[src/sv/fdbb_pkg.sv]
// ----------------------------------------------------------------------------
// fdbb_pkg
// Shared types, constants and helpers of the frame difference bounding box.
// ----------------------------------------------------------------------------
`default_nettype none

package fdbb_pkg;

	// Field widths
	localparam int PIX_W   = 32;
	localparam int CFG_W   = 13;
	localparam int LEFT_W  = 12;
	localparam int SPAN_W  = 13;
	localparam int CFG_MAX = (1 << CFG_W) - 1;

	// Default frame limit and register reset values
	localparam int DEFAULT_MAX_DIM = 4096;
	localparam int RESET_WIDTH     = 640;
	localparam int RESET_HEIGHT    = 480;

	// Register indexes on the configuration port
	localparam int CFG_IDX_W = 1;
	localparam logic [CFG_IDX_W-1:0] REG_FRAME_WIDTH  = 1'b0;
	localparam logic [CFG_IDX_W-1:0] REG_FRAME_HEIGHT = 1'b1;

	// One input transaction: a reference pixel and the new pixel at the same place
	typedef struct packed {
		logic [PIX_W-1:0] old_pixel;
		logic [PIX_W-1:0] new_pixel;
	} pix_pair_t;

	// One result transaction: the rectangle enclosing all differences of a frame
	typedef struct packed {
		logic              changed;
		logic [LEFT_W-1:0] rect_left;
		logic [LEFT_W-1:0] rect_top;
		logic [SPAN_W-1:0] rect_width;
		logic [SPAN_W-1:0] rect_height;
	} box_t;

	// Size as used by the position counters: zero acts as one, large values clamp
	function automatic logic [CFG_W-1:0] eff_size(input logic [CFG_W-1:0] v, input int max_dim);
		logic [CFG_W-1:0] r;
		begin
			if (v == '0) begin
				r = CFG_W'(1);
			end else if (32'(v) > max_dim) begin
				r = CFG_W'(max_dim);
			end else begin
				r = v;
			end
			return r;
		end
	endfunction

endpackage

`default_nettype wire

[src/sv/frame_diff_bounding_box.sv]
// ----------------------------------------------------------------------------
// frame_diff_bounding_box
// Streams pixel pairs of two frames and reports the bounding box of changes.
// ----------------------------------------------------------------------------
// Takes one pixel pair per clock in raster order (column fastest) and keeps the
// smallest and largest column and row at which the two pixels differ. After the
// last pixel of a frame one result transaction carries the enclosing rectangle,
// or changed = 0 with a zero rectangle, and tracking restarts at column 0, row 0.
// Throughput is one pixel pair per cycle while pix_ready is high. The pixel
// register feeds the tracking update and the result register, which is loaded
// when a frame-end pixel leaves the pixel register; pix_ready drops only while
// a frame-end pixel waits for a result register that still holds an untaken
// result. Frame size is set through cfg_write/cfg_index/cfg_data; the user is
// to write it only while no pixel is held in the block, which the block itself
// does not enforce. A size of 0 acts as 1 and sizes above MAX_DIM act as
// MAX_DIM. A size change part way through a frame keeps the scan position, so
// a shrunk size ends the row or the frame at the next pixel.
// ----------------------------------------------------------------------------
`default_nettype none

module frame_diff_bounding_box
	import fdbb_pkg::*;
#(
	parameter int MAX_DIM = DEFAULT_MAX_DIM
) (
	input  wire logic                 clk,
	input  wire logic                 arst_n,
	// configuration
	input  wire logic                 cfg_write,
	input  wire logic [CFG_IDX_W-1:0] cfg_index,
	input  wire logic [CFG_W-1:0]     cfg_data,
	// pixel pairs
	input  wire logic                 pix_valid,
	output logic                      pix_ready,
	input  wire pix_pair_t            pix,
	// results
	output logic                      box_valid,
	input  wire logic                 box_ready,
	output box_t                      box
);

	// Positions never exceed the smaller of MAX_DIM and the largest register value
	localparam int EFF_MAX = (MAX_DIM < CFG_MAX) ? MAX_DIM : CFG_MAX;
	localparam int POS_W   = $clog2(EFF_MAX);
	localparam int CMP_W   = CFG_W + 1;

	logic [CFG_W-1:0] width_q, height_q;

	logic             valid_s1;
	pix_pair_t        pix_s1;

	logic [POS_W-1:0] col_q, row_q;
	logic [POS_W-1:0] min_col_q, max_col_q, min_row_q, max_row_q;
	logic             any_q;

	logic [POS_W-1:0] min_col_n, max_col_n, min_row_n, max_row_n;
	logic             any_n;
	logic             diff;
	logic             col_end, row_end, frame_end;
	logic             advance;

	box_t             box_q;
	logic             box_valid_q;
	box_t             box_n;
	logic [POS_W:0]   span_col, span_row;

	// Configuration registers hold the effective size
	always_ff @(posedge clk or negedge arst_n) begin
		if (!arst_n) begin
			width_q  <= eff_size(CFG_W'(RESET_WIDTH), MAX_DIM);
			height_q <= eff_size(CFG_W'(RESET_HEIGHT), MAX_DIM);
		end else if (cfg_write) begin
			case (cfg_index)
				REG_FRAME_WIDTH:  width_q  <= eff_size(cfg_data, MAX_DIM);
				REG_FRAME_HEIGHT: height_q <= eff_size(cfg_data, MAX_DIM);
				default: ;
			endcase
		end
	end

	// Frame end stalls only when the result register is still occupied
	assign advance   = valid_s1 && (!frame_end || !box_valid_q || box_ready);
	assign pix_ready = !valid_s1 || advance;

	// Pixel input register
	always_ff @(posedge clk or negedge arst_n) begin
		if (!arst_n) begin
			valid_s1 <= 1'b0;
		end else if (pix_ready) begin
			valid_s1 <= pix_valid;
		end
	end

	always_ff @(posedge clk) begin
		if (pix_ready && pix_valid) begin
			pix_s1 <= pix;
		end
	end

	// Extent update including the current pixel
	always_comb begin
		diff      = (pix_s1.old_pixel != pix_s1.new_pixel);
		min_col_n = min_col_q;
		max_col_n = max_col_q;
		min_row_n = min_row_q;
		max_row_n = max_row_q;
		any_n     = any_q;
		if (diff) begin
			any_n = 1'b1;
			if (!any_q) begin
				min_col_n = col_q;
				max_col_n = col_q;
				min_row_n = row_q;
				max_row_n = row_q;
			end else begin
				if (col_q < min_col_q) min_col_n = col_q;
				if (col_q > max_col_q) max_col_n = col_q;
				if (row_q < min_row_q) min_row_n = row_q;
				if (row_q > max_row_q) max_row_n = row_q;
			end
		end
	end

	// Row and frame end; a shrunk size ends at the next pixel
	assign col_end   = (CMP_W'(col_q) + CMP_W'(1)) >= CMP_W'(width_q);
	assign row_end   = (CMP_W'(row_q) + CMP_W'(1)) >= CMP_W'(height_q);
	assign frame_end = col_end && row_end;

	// Tracking state and position counters
	always_ff @(posedge clk or negedge arst_n) begin
		if (!arst_n) begin
			col_q     <= '0;
			row_q     <= '0;
			min_col_q <= '0;
			max_col_q <= '0;
			min_row_q <= '0;
			max_row_q <= '0;
			any_q     <= 1'b0;
		end else if (advance) begin
			if (frame_end) begin
				col_q     <= '0;
				row_q     <= '0;
				min_col_q <= '0;
				max_col_q <= '0;
				min_row_q <= '0;
				max_row_q <= '0;
				any_q     <= 1'b0;
			end else begin
				min_col_q <= min_col_n;
				max_col_q <= max_col_n;
				min_row_q <= min_row_n;
				max_row_q <= max_row_n;
				any_q     <= any_n;
				if (col_end) begin
					col_q <= '0;
					row_q <= row_q + POS_W'(1);
				end else begin
					col_q <= col_q + POS_W'(1);
				end
			end
		end
	end

	// Result of a frame; zero rectangle when nothing changed
	always_comb begin
		span_col = (POS_W+1)'(max_col_n) - (POS_W+1)'(min_col_n) + (POS_W+1)'(1);
		span_row = (POS_W+1)'(max_row_n) - (POS_W+1)'(min_row_n) + (POS_W+1)'(1);
		box_n    = '0;
		if (any_n) begin
			box_n.changed     = 1'b1;
			box_n.rect_left   = LEFT_W'(min_col_n);
			box_n.rect_top    = LEFT_W'(min_row_n);
			box_n.rect_width  = SPAN_W'(span_col);
			box_n.rect_height = SPAN_W'(span_row);
		end
	end

	// Result register
	always_ff @(posedge clk or negedge arst_n) begin
		if (!arst_n) begin
			box_valid_q <= 1'b0;
		end else if (advance && frame_end) begin
			box_valid_q <= 1'b1;
		end else if (box_ready) begin
			box_valid_q <= 1'b0;
		end
	end

	always_ff @(posedge clk) begin
		if (advance && frame_end) begin
			box_q <= box_n;
		end
	end

	assign box_valid = box_valid_q;
	assign box       = box_q;

endmodule

`default_nettype wire

[config.mk]
export PLATFORM = sky130hd
export DESIGN_NAME = frame_diff_bounding_box
export DESIGN_NICKNAME = d
export VERILOG_FILES = /design/src/sv/fdbb_pkg.sv /design/src/sv/frame_diff_bounding_box.sv
export SDC_FILE = /design/constraint.sdc
export NUM_CORES = 1
export LEC_CHECK = 0
export BUFFER_PORTS_ARGS = -buffer_cell sky130_fd_sc_hd__buf_4
export CAP_MARGIN = 10
export CORE_ASPECT_RATIO = 0.6
export CORE_MARGIN = 1.5
export CORE_UTILIZATION = 59
export DETAILED_ROUTE_END_ITERATION = 16
export HOLD_SLACK_MARGIN = 0.02
export PLACE_DENSITY = 0.79
export SETUP_SLACK_MARGIN = 0.15
export SYNTH_ARGS = -nofsm -noshare
export SYNTH_HDL_FRONTEND = slang
export SYNTH_SLANG_ARGS = --single-unit
[constraint.sdc]
create_clock -name clk -period 6.65 [get_ports clk]
set_clock_uncertainty 0.1 [all_clocks]
set_input_delay 0 -clock clk [delete_from_list [all_inputs] [get_ports clk]]
set_output_delay 0 -clock clk [all_outputs]
set_load 0.01 [all_outputs]
==> results.cfg <==
[layout]
drive_gt1_frac = 0.1668
final_nets = 1496
final_area_mm2 = 0.01483
antenna-diode-count = 0
fill_cells = 1328
area_growth_pct = 23.72

[placement]
io_buffers = 135
dp_hpwl_um = 18970
place.gp.congestion = 0.8640
dpl_cell_area_mm2 = 0.01317

[grt]
grt_pass1_vias = 8828
overflow = 0
antenna_found_initial = 0
top_usage_layer = met2
met3_usage = 0.04462
grt_use_met1 = 0.4113
grt_use_total = 0.2742
grt_max_degree = 75
use_met2 = 0.4224
grt_pass1_wl_um = 46200

[pwr]
vdd_drop_max_v = 0.0003415
p_per_area_mw_per_mm2 = 506.4
p_leak_nw = 6.562
totalPowerFinal_w = 0.007511

[clocking]
postCtsSetupRepairBufs = 0
cts_buffer_depth = 3
ctsRootBufferMaster = clkbuf_16
cts_made_buffers = 22
htreeDepth = 1
cts.clk_slew.worst_paths_ns = 0.07
cts_tree = built
clock_latency_ns = 0.51
cts.sinks = 216

[worst_setup_path]
arrival_ns = 5.10
path_class = reg2reg
crit_required_ns = 6.72
crit_top_cell = ha_1
critPathMaxFanout = 35
path_cells = ha_1, nand3_1, nor2_1, and3_1, xor2_1, ha_1, a21oi_1, o211ai_1, a31oi_1, o21ai_0, and2_1, nand2_1, and2_2, buf_4
cp_slowest_cell = and2_2
start_kind = flop
cp-end-kind = flop
slowest_delay_ns = 0.72

[floorplan]
fp-row-count = 40
die_w_um = 187.0
fp.coreArea_mm2 = 0.01997
fp.dieArea_mm2 = 0.02121
ios = 136
initial_core_util = 0.6003
fp.dieH_um = 113.4

[drt]
vias_per_cell = 5.711
drc = 0
dr.pass1.iters = 6
wirelength_um = 28320
vias = 9023
avgRoutedWirePerCell_um = 17.92
drtIter0Drc = 683
ant_nets = 0

[yosys]
yosysUniqueCellTypes = 57
synth_top_area_frac = 0.2881
async_flop_share = 0.4676
yosysTopAreaCell = edfxtp_1
ys_seq_area_frac = 0.4995
syn-cell-area_mm2 = 0.01199
yosysWarningCount = 0
synth_flop_cell = edfxtp_1
syn_nets = 1291
synth_area_leaders = edfxtp_1, dfrtp_1, ha_1
avgSynthCellArea_um2 = 11.04
syn_inst = 1086
synth_edf_count = 115
ys_ff_latch = 216

[timing]
tightestPinTransition_ns = 0.9582
fin_crit_sh = 0.7554
fin_setup_tns_ns = 0
rsz0062_at_grt = false
setup_viol = 0
hold_viol = 0
slew_viol_final = 0
slew-limit-headroom = 0.3612
fin_crit_ns = 5.023
fmax_ghz = 0.1991

[run]
drv_cap = 0

[worst_hold_path]
min_path_type = in2reg

[run_status]
status = complete, no violations
## flip-flops by register name, summed over array words and instances, names as in the netlist
signal and count:
height_q 13, width_q 13, box 51, col_q 12
box_valid 1, max_col_q 12, valid_s1 1, min_col_q 12
row_q 12, max_row_q 12, any_q 1, min_row_q 12
pix_s1 64
## area by class of cell
class	count	area, um2	area share
clock inverters	9	126.4	0.008520
multi-input cells	733	5425	0.3658
well taps	273	341.6	0.02303
repair buffers	232	1967	0.1326
inverters	86	322.8	0.02176
flip-flops and latches	216	5988	0.4037
clock buffers	31	660.6	0.04454
## cells by family (layout without fill, tap and decap cells)
| family | after synthesis | in the layout | synth area share |
|---|---|---|---|
| AOI/OAI and AO/OA | 221 | 221 | 0.1288 |
| and+or+nand+nor | 292 | 292 | 0.1190 |
| muxes | 31 | 31 | 0.02651 |
| adders and majority gates | 122 | 122 | 0.1286 |
| xor gates and xnor gates | 67 | 67 | 0.04895 |
| DFF | 216 | 216 | 0.4995 |
| buffers and inverters | 137 | 358 | 0.04864 |
## Yosys cell counts, drive strengths merged, types with 25 or more instances
cell	instances
ha	120
inv	86
clkbuf	29
nand2	83
edfxtp	115
a22o	48
mux2i	25
nand3	29
o21ai	69
dfrtp	95
xor2	50
nor2	65
a21oi	36
## final timing paths
| kind | startpoint | to | slack, ns | cells after the start |
|---|---|---|---|---|
| max | col_q[0] | pix_s1[24] | 1.63 | 14 |
| min | pix[38] | pix_s1[38] | 0.10 | 2 |
| max reg2reg | col_q[0] | pix_s1[24] | 1.63 | 14 |
| max in group asynchronous | arst_n | row_q[6] | 5.03 | 4 |
| min in group asynchronous | arst_n | min_col_q[5] | 0.46 | 4 |
| min reg2reg | width_q[11] | width_q[11] | 0.38 | 2 |
## routing by layer
layer | vias to the layer above | wire length, um
met5 | - | 0
met3 | 41 | 2038
met1 | 4324 | 13380
met2 | 357 | 12340
met4 | 0 | 564
li1 | 4301 | -
## report_power, final
group	switching (W)	leakage [nW]	internal [W]	total, W
clock network	0.000521	0.394	0.000812	0.00133
registers	0.000224	2.40	0.00183	0.00205
logic	0.00231	3.76	0.00182	0.00413
## metrics by stage
| step | cells | util | setup slack [ns] | hold WS, ns |
|---|---|---|---|---|
| after floorplan | 1086 | - | 1.177 | -0.3956 |
| after global placement | 1454 | 0.6597 | 1.886 | -0.1541 |
| final | 1580 | 0.7427 | 1.627 | 0.1018 |
| after global routing | 1580 | 0.7427 | 1.224 | 0.1053 |
| after CTS | 1580 | 0.7427 | 1.704 | 0.09841 |
| after detailed placement | 1454 | 0.6597 | 1.705 | -0.1510 |
## cells in the final DEF (no fill, tap or decap), drive strengths merged, types with 12 or more instances in the layout
cell type    netlist  final
a21oi             36     36
a22o              48     48
and3              20     20
buf               22    147
clkbuf            29     31
dfrtp             95     95
dlygate4sd3        0     85
edfxtp           115    115
ha               120    120
inv               86     87
mux2i             25     25
nand2             83     83
nand2b            18     18
nand3             29     29
nor2              65     65
nor3              18     18
nor4              16     16
o21a              12     12
o21ai             69     69
xnor2             17     17
xor2              50     50
## worst max-delay path: cells and delay by family, from the launching register on
| kind | cells | cell delay (ns) |
|---|---|---|
| xor gates and xnor gates | 1 | 0.24 |
| adders and majority gates | 2 | 0.62 |
| DFF | 1 | 0.60 |
| AOI/OAI and AO/OA | 4 | 0.66 |
| and+or+nand+nor | 6 | 2.00 |
| buffers and inverters | 1 | 0.45 |
## repair_timing
action	in CTS	in global routing
gates resized for setup	0	0
hold buffers	86	0
endpoints found under the hold margin	119	0
Power figures use the tool's default switching activity.
